==> config.mk <==
export PLATFORM = sky130hd
export DESIGN_NAME = lcg48_random_generator_top
export DESIGN_NICKNAME = d
export VERILOG_FILES = /design/src/lcgr_pkg.sv /design/src/lcg48_random_generator_top.sv /design/src/lcgr_mac.sv /design/src/lcgr_div.sv
export SDC_FILE = /design/constraint.sdc
export NUM_CORES = 2
export LEC_CHECK = 0
export BUFFER_PORTS_ARGS = -buffer_cell sky130_fd_sc_hd__buf_2
export CAP_MARGIN = 20
export CORE_MARGIN = 4
export CORE_UTILIZATION = 31
export CTS_BUF_LIST = sky130_fd_sc_hd__clkbuf_8
export CTS_CLUSTER_SIZE = 25
export DETAILED_ROUTE_END_ITERATION = 8
export PLACE_DENSITY_LB_ADDON = 0.2
export SYNTH_ARGS = -nofsm -noshare
export SYNTH_HDL_FRONTEND = slang
export SYNTH_SLANG_ARGS = --single-unit
==> constraint.sdc <==
create_clock -name clk -period 37.5 [get_ports clk]
set_input_delay 7.5 -clock clk [delete_from_list [all_inputs] [get_ports clk]]
set_output_delay 7.5 -clock clk [all_outputs]
set_load 0.02 [all_outputs]
==> src/lcgr_pkg.sv <==
package lcgr_pkg;

  localparam logic [63:0] LCG_MULT = 64'h0000_0005_DEEC_E66D;
  localparam logic [63:0] LCG_ADD = 64'd11;
  localparam logic [63:0] HASH_X = 64'd3129871;
  localparam logic [63:0] HASH_Z = 64'd116129781;
  localparam logic [63:0] HASH_SQ = 64'd42317861;
  localparam logic [63:0] HASH_LIN = 64'hB;
  localparam int unsigned DBL_SHIFT = 27;

  localparam logic [2:0] CMD_SEED = 3'd0;
  localparam logic [2:0] CMD_RAW = 3'd1;
  localparam logic [2:0] CMD_BOUND = 3'd2;
  localparam logic [2:0] CMD_LONG = 3'd3;
  localparam logic [2:0] CMD_DBL = 3'd4;
  localparam logic [2:0] CMD_POS = 3'd5;

  typedef struct packed {
    logic       go;
    logic [1:0] last_dig;
  } mac_ctrl_t;

  typedef enum logic [3:0] {
    S_IDLE = 4'b0001,
    S_MUL  = 4'b0010,
    S_DIV  = 4'b0100,
    S_OUT  = 4'b1000
  } state_t;

endpackage

==> src/lcg48_random_generator_top.sv <==
// 48-bit linear congruential generator, one command per item.
// Input channel in_valid/in_ready carries cmd and its operands; the result
// channel out_valid/out_ready carries value and bad_bound, one result per item.
// The block takes one item at a time: in_ready is high only while idle.
// All multiplies go through one shared 64x16 multiply-accumulate unit that
// handles one 16-bit digit of the second operand per cycle; a state advance
// is three digits, covering the 48-bit multiplier.
// Seed, unused codes and bad bounds go straight to the result; a raw draw,
// long and double mantissa advance the state; a power-of-two bound adds a
// multiply by the bound, other bounds a bit-serial remainder unit with a
// redraw on each rejection; position reseed is a chain of multiplies.
// Reset sets the state to the scrambled zero seed 0x5DEECE66D and leaves the
// block idle with no result pending.
// A finished result sits in the output register until out_ready; while the
// receiver stalls no new item is taken.
module lcg48_random_generator_top (
  input  logic               clk,
  input  logic               rst_n,
  input  logic               in_valid,
  output logic               in_ready,
  input  logic [2:0]         in_cmd,
  input  logic signed [63:0] in_seed_value,
  input  logic [5:0]         in_bit_count,
  input  logic signed [31:0] in_bound,
  input  logic signed [31:0] in_pos_x,
  input  logic signed [31:0] in_pos_y,
  input  logic signed [31:0] in_pos_z,
  output logic               out_valid,
  input  logic               out_ready,
  output logic signed [63:0] out_value,
  output logic               out_bad_bound
);
  import lcgr_pkg::*;

  state_t      st_r, st_nxt;
  logic [47:0] lcg_r, lcg_nxt;
  logic [2:0]  cmd_r;
  logic [5:0]  n_r;
  logic [31:0] bnd_r, py_r, pz_r;
  logic [2:0]  ph_r, ph_nxt;
  logic [63:0] hold_r, hold_nxt, aux_r, aux_nxt;
  logic [63:0] val_r, val_nxt;
  logic        bad_r, bad_nxt;

  mac_ctrl_t   mctl;
  logic [63:0] ma, mb, minit, mres;
  logic        mdone;
  logic        dgo, ddone;
  logic [30:0] dnum, drem;

  logic [5:0]  n_eff;
  logic [31:0] rawsh, chk, b_in;
  logic        pow2, b_bad;
  logic [63:0] s_mix, s_sh;

  lcgr_mac u_mac (
    .clk(clk), .rst_n(rst_n), .ctrl(mctl), .a(ma), .b(mb), .init(minit),
    .done(mdone), .res(mres)
  );

  lcgr_div u_div (
    .clk(clk), .rst_n(rst_n), .go(dgo), .num(dnum), .den(bnd_r[30:0]),
    .done(ddone), .rem(drem)
  );

  assign in_ready = (st_r == S_IDLE);
  assign out_valid = (st_r == S_OUT);
  assign out_value = val_r;
  assign out_bad_bound = bad_r;

  assign b_in = in_bound;
  assign b_bad = (b_in == 32'd0) || b_in[31];
  assign pow2 = ((bnd_r & (bnd_r - 32'd1)) == 32'd0);
  assign n_eff = (n_r == 6'd0) ? 6'd1 : ((n_r > 6'd32) ? 6'd32 : n_r);
  assign rawsh = mres[47:16] >> (6'd32 - n_eff);
  assign chk = hold_r[31:0] - {1'b0, drem} + (bnd_r - 32'd1);
  assign s_mix = hold_r ^ mres ^ {{32{py_r[31]}}, py_r};
  assign s_sh = {{16{mres[63]}}, mres[63:16]};
  assign dnum = mres[47:17];

  always_comb begin
    st_nxt = st_r;
    lcg_nxt = lcg_r;
    ph_nxt = ph_r;
    hold_nxt = hold_r;
    aux_nxt = aux_r;
    val_nxt = val_r;
    bad_nxt = bad_r;
    mctl = '0;
    ma = {16'd0, lcg_r};
    mb = LCG_MULT;
    minit = LCG_ADD;
    dgo = 1'b0;
    unique case (st_r)
      S_IDLE: begin
        if (in_valid) begin
          val_nxt = 64'd0;
          bad_nxt = 1'b0;
          ph_nxt = 3'd0;
          st_nxt = S_MUL;
          priority if (in_cmd == CMD_SEED) begin
            lcg_nxt = in_seed_value[47:0] ^ LCG_MULT[47:0];
            st_nxt = S_OUT;
          end else if (in_cmd == CMD_BOUND && b_bad) begin
            bad_nxt = 1'b1;
            st_nxt = S_OUT;
          end else if (in_cmd == CMD_POS) begin
            mctl = '{go: 1'b1, last_dig: 2'd1};
            ma = {32'd0, in_pos_x};
            mb = HASH_X;
            minit = 64'd0;
          end else if (in_cmd == CMD_RAW || in_cmd == CMD_BOUND ||
                       in_cmd == CMD_LONG || in_cmd == CMD_DBL) begin
            mctl = '{go: 1'b1, last_dig: 2'd2};
          end else begin
            st_nxt = S_OUT;
          end
        end
      end
      S_MUL: begin
        if (mdone) begin
          priority if (cmd_r == CMD_RAW) begin
            lcg_nxt = mres[47:0];
            val_nxt = {{32{rawsh[31]}}, rawsh};
            st_nxt = S_OUT;
          end else if (cmd_r == CMD_BOUND) begin
            if (ph_r == 3'd0) begin
              lcg_nxt = mres[47:0];
              hold_nxt = {33'd0, mres[47:17]};
              if (pow2) begin
                mctl = '{go: 1'b1, last_dig: 2'd1};
                ma = {33'd0, mres[47:17]};
                mb = {32'd0, bnd_r};
                minit = 64'd0;
                ph_nxt = 3'd1;
              end else begin
                dgo = 1'b1;
                st_nxt = S_DIV;
              end
            end else begin
              val_nxt = {32'd0, mres[62:31]};
              st_nxt = S_OUT;
            end
          end else if (cmd_r == CMD_LONG || cmd_r == CMD_DBL) begin
            lcg_nxt = mres[47:0];
            if (ph_r == 3'd0) begin
              hold_nxt = {32'd0, mres[47:16]};
              mctl = '{go: 1'b1, last_dig: 2'd2};
              ma = {16'd0, mres[47:0]};
              ph_nxt = 3'd1;
            end else begin
              if (cmd_r == CMD_LONG)
                val_nxt = {hold_r[31:0], 32'd0} + {{32{mres[47]}}, mres[47:16]};
              else
                val_nxt = ({38'd0, hold_r[31:6]} << DBL_SHIFT) + {37'd0, mres[47:21]};
              st_nxt = S_OUT;
            end
          end else begin
            // position reseed chain
            unique case (ph_r)
              3'd0: begin
                hold_nxt = {{32{mres[31]}}, mres[31:0]};
                mctl = '{go: 1'b1, last_dig: 2'd1};
                ma = {{32{pz_r[31]}}, pz_r};
                mb = HASH_Z;
                minit = 64'd0;
                ph_nxt = 3'd1;
              end
              3'd1: begin
                hold_nxt = s_mix;
                mctl = '{go: 1'b1, last_dig: 2'd0};
                ma = s_mix;
                mb = HASH_LIN;
                minit = 64'd0;
                ph_nxt = 3'd2;
              end
              3'd2: begin
                aux_nxt = mres;
                mctl = '{go: 1'b1, last_dig: 2'd3};
                ma = hold_r;
                mb = hold_r;
                minit = 64'd0;
                ph_nxt = 3'd3;
              end
              3'd3: begin
                mctl = '{go: 1'b1, last_dig: 2'd1};
                ma = mres;
                mb = HASH_SQ;
                minit = aux_r;
                ph_nxt = 3'd4;
              end
              default: begin
                lcg_nxt = s_sh[47:0] ^ lcg_r ^ LCG_MULT[47:0];
                val_nxt = {16'd0, s_sh[47:0] ^ lcg_r ^ LCG_MULT[47:0]};
                st_nxt = S_OUT;
              end
            endcase
          end
        end
      end
      S_DIV: begin
        if (ddone) begin
          if (chk[31]) begin
            // reject and redraw
            mctl = '{go: 1'b1, last_dig: 2'd2};
            ph_nxt = 3'd0;
            st_nxt = S_MUL;
          end else begin
            val_nxt = {33'd0, drem};
            st_nxt = S_OUT;
          end
        end
      end
      S_OUT: begin
        if (out_ready) st_nxt = S_IDLE;
      end
      default: st_nxt = S_IDLE;
    endcase
  end

  always_ff @(posedge clk) begin
    if (!rst_n) begin
      st_r <= S_IDLE;
      lcg_r <= LCG_MULT[47:0];
      ph_r <= 3'd0;
    end else begin
      st_r <= st_nxt;
      lcg_r <= lcg_nxt;
      ph_r <= ph_nxt;
    end
  end

  always_ff @(posedge clk) begin
    if (in_valid && in_ready) begin
      cmd_r <= in_cmd;
      n_r <= in_bit_count;
      bnd_r <= in_bound;
      py_r <= in_pos_y;
      pz_r <= in_pos_z;
    end
    hold_r <= hold_nxt;
    aux_r <= aux_nxt;
    val_r <= val_nxt;
    bad_r <= bad_nxt;
  end

`ifndef NO_ASSERTIONS
  a_mac_in_mul: assert property (@(posedge clk) disable iff (!rst_n)
    mdone |-> st_r == S_MUL)
    else $error("multiply result outside multiply wait");
  a_div_in_div: assert property (@(posedge clk) disable iff (!rst_n)
    ddone |-> st_r == S_DIV)
    else $error("remainder result outside divide wait");
  a_bad_value: assert property (@(posedge clk) disable iff (!rst_n)
    out_valid && out_bad_bound |-> out_value == 64'd0)
    else $error("bad bound with nonzero value");
  a_out_hold: assert property (@(posedge clk) disable iff (!rst_n)
    out_valid && !out_ready |=> out_valid && $stable(out_value))
    else $error("result dropped while stalled");
`endif
endmodule

==> src/lcgr_mac.sv <==
module lcgr_mac (
  input  logic              clk,
  input  logic              rst_n,
  input  lcgr_pkg::mac_ctrl_t ctrl,
  input  logic [63:0]       a,
  input  logic [63:0]       b,
  input  logic [63:0]       init,
  output logic              done,
  output logic [63:0]       res
);
  import lcgr_pkg::*;

  logic [63:0] a_r, b_r, acc_r;
  logic [1:0]  k_r, last_r;
  logic        busy_r, done_r;
  logic [15:0] dig;
  logic [79:0] prod;
  logic [63:0] part;

  assign dig = b_r[{k_r, 4'b0} +: 16];
  assign prod = a_r * dig;
  assign part = prod[63:0] << {k_r, 4'b0};

  always_ff @(posedge clk) begin
    if (!rst_n) begin
      busy_r <= 1'b0;
      done_r <= 1'b0;
      k_r <= 2'd0;
    end else if (ctrl.go) begin
      busy_r <= 1'b1;
      done_r <= 1'b0;
      k_r <= 2'd0;
      last_r <= ctrl.last_dig;
      a_r <= a;
      b_r <= b;
      acc_r <= init;
    end else if (busy_r) begin
      acc_r <= acc_r + part;
      k_r <= k_r + 2'd1;
      if (k_r == last_r) begin
        busy_r <= 1'b0;
        done_r <= 1'b1;
      end
    end else begin
      done_r <= 1'b0;
    end
  end

  assign done = done_r;
  assign res = acc_r;

`ifndef NO_ASSERTIONS
  a_not_both: assert property (@(posedge clk) disable iff (!rst_n) !(busy_r && done_r))
    else $error("mac busy and done together");
  a_done_pulse: assert property (@(posedge clk) disable iff (!rst_n)
    done_r && !ctrl.go |=> !done_r)
    else $error("mac done held");
  a_go_busy: assert property (@(posedge clk) disable iff (!rst_n) ctrl.go |=> busy_r)
    else $error("mac not started");
`endif
endmodule

==> src/lcgr_div.sv <==
module lcgr_div (
  input  logic        clk,
  input  logic        rst_n,
  input  logic        go,
  input  logic [30:0] num,
  input  logic [30:0] den,
  output logic        done,
  output logic [30:0] rem
);
  import lcgr_pkg::*;

  logic [30:0] rem_r, num_r, den_r;
  logic [4:0]  cnt_r;
  logic        busy_r, done_r;
  logic [31:0] t;

  assign t = {rem_r, num_r[30]};

  always_ff @(posedge clk) begin
    if (!rst_n) begin
      busy_r <= 1'b0;
      done_r <= 1'b0;
      cnt_r <= 5'd0;
    end else if (go) begin
      busy_r <= 1'b1;
      done_r <= 1'b0;
      cnt_r <= 5'd0;
      rem_r <= 31'd0;
      num_r <= num;
      den_r <= den;
    end else if (busy_r) begin
      // one quotient bit a cycle, keep only the remainder
      if (t >= {1'b0, den_r}) rem_r <= 31'(t - {1'b0, den_r});
      else rem_r <= t[30:0];
      num_r <= {num_r[29:0], 1'b0};
      cnt_r <= cnt_r + 5'd1;
      if (cnt_r == 5'd30) begin
        busy_r <= 1'b0;
        done_r <= 1'b1;
      end
    end else begin
      done_r <= 1'b0;
    end
  end

  assign done = done_r;
  assign rem = rem_r;

`ifndef NO_ASSERTIONS
  a_not_both: assert property (@(posedge clk) disable iff (!rst_n) !(busy_r && done_r))
    else $error("div busy and done together");
  a_go_busy: assert property (@(posedge clk) disable iff (!rst_n) go |=> busy_r)
    else $error("div not started");
  a_cnt: assert property (@(posedge clk) disable iff (!rst_n) busy_r |-> cnt_r <= 5'd30)
    else $error("div count overrun");
`endif
endmodule

=== Word level (Yosys, flattened, before mapping) ===
Cells that the tools add are included.

* Muxes and demuxes: 129
* Add/subtract/negate cells: 10
* Bitwise logic cells: 12
* Eq/ne operators: 38
* Magnitude comparators: 2
* Shifts and indexed selects: 3
* Multipliers: 1
* Reduce and logical (&&, ||, !) cells: 35

{| class="wikitable"
|+ Operators by type and width
! operator !! number
|-
| two-way mux 64 bit || 29
|-
| two-way mux 48 bit || 15
|-
| one-hot mux 64 bit (2 select lines) || 5
|-
| one-hot mux 64 bit (4 select lines) || 2
|-
| two-way mux 35 bit || 6
|-
| one-hot mux 64 bit (3 select lines) || 1
|-
| adder 64 bit || 2
|-
| bitwise XOR 64 bit || 2
|-
| two-way mux 31 bit || 4
|-
| one-hot mux 48 bit (2 select lines) || 1
|-
| two-way mux 4 bit || 22
|-
| two-way mux 3 bit || 24
|-
| logical NOT 32 bit || 2
|-
| multiplier 64 x 16 -> 64 bit || 1
|-
| variable part select 64 x 7 -> 16 bit || 1
|-
| left shift 64 x 6 -> 64 bit || 1
|-
| adder 53 x 27 -> 54 bit || 1
|-
| bitwise XOR 48 bit || 1
|-
| inverter 23 bit || 2
|-
| adder 32 bit || 1
|-
| bitwise AND 32 bit || 1
|-
| >= comparator 32 x 31 -> 1 bit || 1
|-
| right shift 32 x 6 -> 32 bit || 1
|-
| subtractor 32 x 1 -> 32 bit, second input constant || 1
|-
| other kinds (40) || 103
|}

* Bits of input ports: 205
* Bits in registers: 651
* Word-level logic and storage cells: 255
* Output and inout bits: 67

=== Logic depth before layout (Yosys ltp) ===
* Depth in word-level cells: 12
* Gate-level depth with buffers: 45
* Gate-level depth less buffers: 39

=== Hierarchy ===
From an unflattened synthesis, not the netlist that was laid out.

* Cell total of the unflattened synthesis: 7749
* Area total of the unflattened synthesis: 71434.8 um^2

{| class="wikitable"
|+ By module, submodules not included
! module !! sequential area each (um^2) !! cells each !! area each (um^2) !! times used
|-
| lcgr_mac || 5905.7 || 4054 || 37775.0 || 1
|-
| lcg48_random_generator_top || 10049.6 || 3199 || 27940.5 || 1
|-
| lcgr_div || 2932.8 || 496 || 5719.2 || 1
|}

=== Least setup slack after synthesis ===
OpenSTA, ideal clock, no wires.

* Kind: input to register
* Start point: input in_valid
* End point: register u_mac.a_r[0] (enable)
* Setup time: 0.635 ns
* Arrival: 16.041 ns
* Buffers on the path: 1
* Stages: 6
* Required time: 36.865 ns
* Path slack: 20.825 ns
* Path through: nand2_1 -> inv_1 -> and2_1 -> nor3_1 -> clkbuf_1 -> nor2b_1

* Longest elaborated chain between the ends: 3

{| class="wikitable"
|+ RTL lines
! element !! RTL line !! RTL
|-
| start, declared || lcg48_random_generator_top.sv:19 || <nowiki>input logic in_valid,</nowiki>
|-
| two-way mux 3 bit || lcg48_random_generator_top.sv:96 || <nowiki>if (in_valid) begin</nowiki>
|-
| one-hot mux 3 bit (3 select lines) || lcg48_random_generator_top.sv:94 || <nowiki>unique case (st_r)</nowiki>
|-
| AND reduction 2 bit (no source line) || n/a ||
|-
| end signal, assigned || lcgr_mac.sv:34 || <nowiki>a_r <= a;</nowiki>
|-
| end, declared || lcgr_mac.sv:13 || <nowiki>logic [63:0] a_r, b_r, acc_r;</nowiki>
|}

Every way passes these cells.
A chain may end at the register's enable or synchronous reset.

=== Worst setup path after layout ===
* Start point: register u_mac.k_r[0]
* End point: register u_mac.acc_r[63] (netlist: u_mac.res[63]) (data pin)

* Longest elaborated chain between the ends: 6

{| class="wikitable"
|+ RTL lines
! element !! RTL line !! RTL
|-
| start, declared || lcgr_mac.sv:14 || <nowiki>logic [1:0] k_r, last_r;</nowiki>
|-
| start signal, assigned || lcgr_mac.sv:39 || <nowiki>k_r <= k_r + 2'd1;</nowiki>
|-
| variable part select 64 x 7 -> 16 bit || lcgr_mac.sv:20 || <nowiki>assign dig = b_r[{k_r, 4'b0} +: 16];</nowiki>
|-
| multiplier 64 x 16 -> 64 bit || lcgr_mac.sv:21 || <nowiki>assign prod = a_r * dig;</nowiki>
|-
| left shift 64 x 6 -> 64 bit (*) || lcgr_mac.sv:22 || <nowiki>assign part = prod[63:0] << {k_r, 4'b0};</nowiki>
|-
| adder 64 bit (*) || lcgr_mac.sv:38 || <nowiki>acc_r <= acc_r + part;</nowiki>
|-
| two-way mux 64 bit (*) || lcgr_mac.sv:37 || <nowiki>end else if (busy_r) begin</nowiki>
|-
| two-way mux 64 bit (*) || lcgr_mac.sv:29 || <nowiki>end else if (ctrl.go) begin</nowiki>
|-
| end signal, assigned || lcgr_mac.sv:36 || <nowiki>acc_r <= init;</nowiki>
|-
| end signal, assigned || lcgr_mac.sv:38 ||
|-
| end, declared || lcgr_mac.sv:13 ||
|}

Every way passes the cells marked *; elsewhere a longest branch is shown, timed or not. The select of a mux whose other input is x is not followed.

==> run summary <==
The most common cell in the netlist is sky130_fd_sc_hd__nand2_1. Setup repair after global routing left no endpoint under its margin. At the pin with the least slew margin, the transition time is 1130 ps. Counting along the longest clock path gives a buffer depth of 3. For flop-to-flop paths, the worst setup slack is about 25,000 ps. The core footprint came out at 226,000 um^2. The gate count of the mapped netlist came out at 7,706. The wire length of the first global-routing pass is around 420,000 um.

Among all stages on the critical path, the largest delay is contributed by sky130_fd_sc_hd__mux4_2. The final critical delay including setup and external delays is 12,150 ps. The max-cap check violation count is 0. The async set-reset flop share out of synthesis came out at 0%.

The number of flip-flops and latches in the synthesized netlist is between 600 and 700. The total of hold buffers inserted after clock tree synthesis came out at 0. The max-slew violation count came out at 0. The average footprint of a synthesized cell is 9.14 um^2.

Post-CTS repair changed the size of 0 cells. Headroom to the max-slew limit came out at 24.4%. After clock tree synthesis, the clock-pin slew on the worst setup and hold paths is ~80 ps. Clock latency on the worst-skew pair, taken at its later pin, is slightly below 900 ps. Measured along the x axis, the die boundary spans between 400 and 500 um.

The HPWL after detailed placement came out at between 200,000 and 250,000 um. The cell repeated most along the worst path is sky130_fd_sc_hd__fa_1. Dividing the detail-routed wire length by the instance count gives between 20 and 30 um.

The count of input and output buffers is approximately 260. The leftover overflow at the end of global routing came out at 0. The iteration-0 DRC count of the detailed router is roughly 5.7k. Setup total negative slack on the finished layout was measured at 0 ps. The peak-usage layer in the global routing report is met2. The fmax came out at 0.0823 GHz. The net count after synthesis is 8,987. The synthesized design spends more area on one cell type than any other, namely sky130_fd_sc_hd__edfxtp_1. The detailed-route DRC error count is 0. The number of buffers inserted during clock tree synthesis is 112. The via total after detailed routing came out at 59.3k.

The number of vias per cell after detailed routing came out at 5.47. Of the post-synthesis cell area, the dominant cell type holds around 25%. The number of routed nets with antenna violations is 0.

The total die area came out at about 230,000 um^2. Data arrives at the worst endpoint at 12,770 ps. The type of the worst setup path is register to register. The placed standard-cell area came out at between 70,000 and 80,000 um^2. The overall routing resource usage is a little under a quarter. At the end of routability-driven placement, the weighted congestion stood at between 0.9 and 1.

Along the worst path, the maximum fanout reaches 38. The critical path required time is about 38,000 ps. After routing the design area is 77,500 um^2. In this run the post-CTS setup repair buffer count came out at 0. Yosys mapped a number of flops with a built-in enable equal to just under 600. The number of endpoints with negative hold slack in the final report came to 0. The clock sink count is roughly 650. The deepest level of the CTS H-tree came out at 3.

The effective utilization at floorplan is about 31%. The ratio of final minimum period to clock period came out at 32.4%. Entering global routing, the biggest net connects 164 pins.

The clock tree from TritonCTS is done. The met1 track demand over resource came out at 32.2%. STA classifies the critical path startpoint as a register. The detailed-routing iteration count for the pre-antenna-repair pass came out at 8. The row count came out at ~170. The number of antenna violations at the first check in global routing came to 17.

Sequential cells were found to cover between 20% and 30% of the synthesized design area. The height of the die is ~480 um. The via count of the first global-routing pass came to roughly 59k.

STA classifies the critical path endpoint as a register. Cells with a size suffix above 1 make up between 9 and 10% of the layout. The maximum clock skew at final layout is around 75 ps. The final wirelength is ~290,000 um. The count of warnings emitted by yosys is 0. The post-layout net count is 9,025. The boundary pin count came out at approximately 270.

In this run the clock root is driven by a sky130_fd_sc_hd__clkbuf_8. Sorting the synthesized cells by area gives the leading types as sky130_fd_sc_hd__edfxtp_1 (25%), sky130_fd_sc_hd__fa_1 (22%), sky130_fd_sc_hd__nand2_1 (6.1%), sky130_fd_sc_hd__ha_1 (5.2%), sky130_fd_sc_hd__inv_1 (4.9%). The met2 demand-to-capacity share in global routing came out at between 30% and 40%. From synthesis to final layout, the design area changed by 9.99%. After synthesis the cells add up to between 70,000 and 80,000 um^2. The run finished with clean final reports.

The number of failing setup endpoints in the final timing report came out at 0. The most instantiated flip-flop cell in the synthesis netlist is sky130_fd_sc_hd__edfxtp_1. The number of unique standard cell types used by synthesis is 81. On the worst path, the slowest cell contributes a delay of 790 ps. The min-delay analysis places its worst path in the category register to register. The met3 usage is 3.66%. Ranked by instance count, the synthesized netlist is headed by sky130_fd_sc_hd__nand2_1 (1,139), sky130_fd_sc_hd__inv_1 (914), sky130_fd_sc_hd__fa_1 (785).
[logic make-up after synthesis]
family | count (synthesis) | share of synthesized area (%)
buf+inv | 1422 | 7.61
compound gates | 1723 | 15.6
fa+ha+maj | 1076 | 27.5
simple gates | 2239 | 14.4
mux | 204 | 3.30
xor+xnor | 391 | 4.86
flops | 651 | 26.8
[per-stage QoR]
stage	worst slack, ps	utilization, %	hold WS [ps]	instances
final	25350	34.4	520	10800
after global routing	24740	34.4	533	10800
after CTS	25420	34.3	515	10800
after detailed placement	25290	33.3	507	10600
after global placement	25330	33.3	495	10600
after floorplan	20820	-	455	7706
[cell usage in the layout, fill, tap and decap left out, types with 90 or more instances in the layout]
cell type,n
sky130_fd_sc_hd__a211oi_1,101
sky130_fd_sc_hd__a21o_1,137
sky130_fd_sc_hd__a21oi_1,500
sky130_fd_sc_hd__and2_1,348
sky130_fd_sc_hd__buf_2,255
sky130_fd_sc_hd__buf_4,170
sky130_fd_sc_hd__clkbuf_8,124
sky130_fd_sc_hd__edfxtp_1,585
sky130_fd_sc_hd__fa_1,785
sky130_fd_sc_hd__ha_1,291
sky130_fd_sc_hd__inv_1,939
sky130_fd_sc_hd__mux2i_1,132
sky130_fd_sc_hd__nand2_1,1138
sky130_fd_sc_hd__nor2_1,383
sky130_fd_sc_hd__o21ai_0,380
sky130_fd_sc_hd__o22ai_1,90
sky130_fd_sc_hd__xnor2_1,220
sky130_fd_sc_hd__xor2_1,168
[final cells by class]
| class | count | area (um^2) |
|---|---|---|
| flip-flops and latches | 651 | 18900 |
| repair buffers | 429 | 2640 |
| multi-input cells | 5633 | 46400 |
| diodes | 6 | 15.0 |
| clock inverters | 88 | 629 |
| fillers | 23400 | 148000 |
| well taps | 2992 | 3740 |
| inverters | 917 | 3440 |
| clock buffers | 124 | 1710 |
[final timing paths]
path,from,endpoint,cells past startpoint
setup / recovery,u_mac.k_r[0],u_mac.res[63],34
hold / removal,u_div.cnt_r[1],u_div.cnt_r[1],2
setup reg to reg,u_mac.k_r[0],u_mac.res[63],34
hold reg to reg,u_div.cnt_r[1],u_div.cnt_r[1],2
[state kept, by name (all words and copies together) (netlist names), 48 cells and up]
signal     count
lcg_r         48
hold_r        64
out_value     64
aux_r         64
u_mac.b_r     64
u_mac.a_r     64
u_mac.res     64
[metal layers]
| layer | up-vias | part of all wire [%] |
|---|---|---|
| met2 | 2589 | 45 |
| met4 | 6 | 5.6 |
| met5 | - | 0.013 |
| li1 | 26000 | - |
| met3 | 541 | 7.3 |
| met1 | 30100 | 42 |
[critical path: cells and delay by family (launching register included)]
family | cells | cell delay, ps
buf+inv | 4 | 730
mux | 1 | 790
xor+xnor | 3 | 680
flops | 1 | 730
fa+ha+maj | 8 | 3810
simple gates | 4 | 1290
compound gates | 14 | 3740
Power is left out: the tool's default activity adds up to more than one toggle a clock period on the data nets, which glitch-free logic cannot reach.
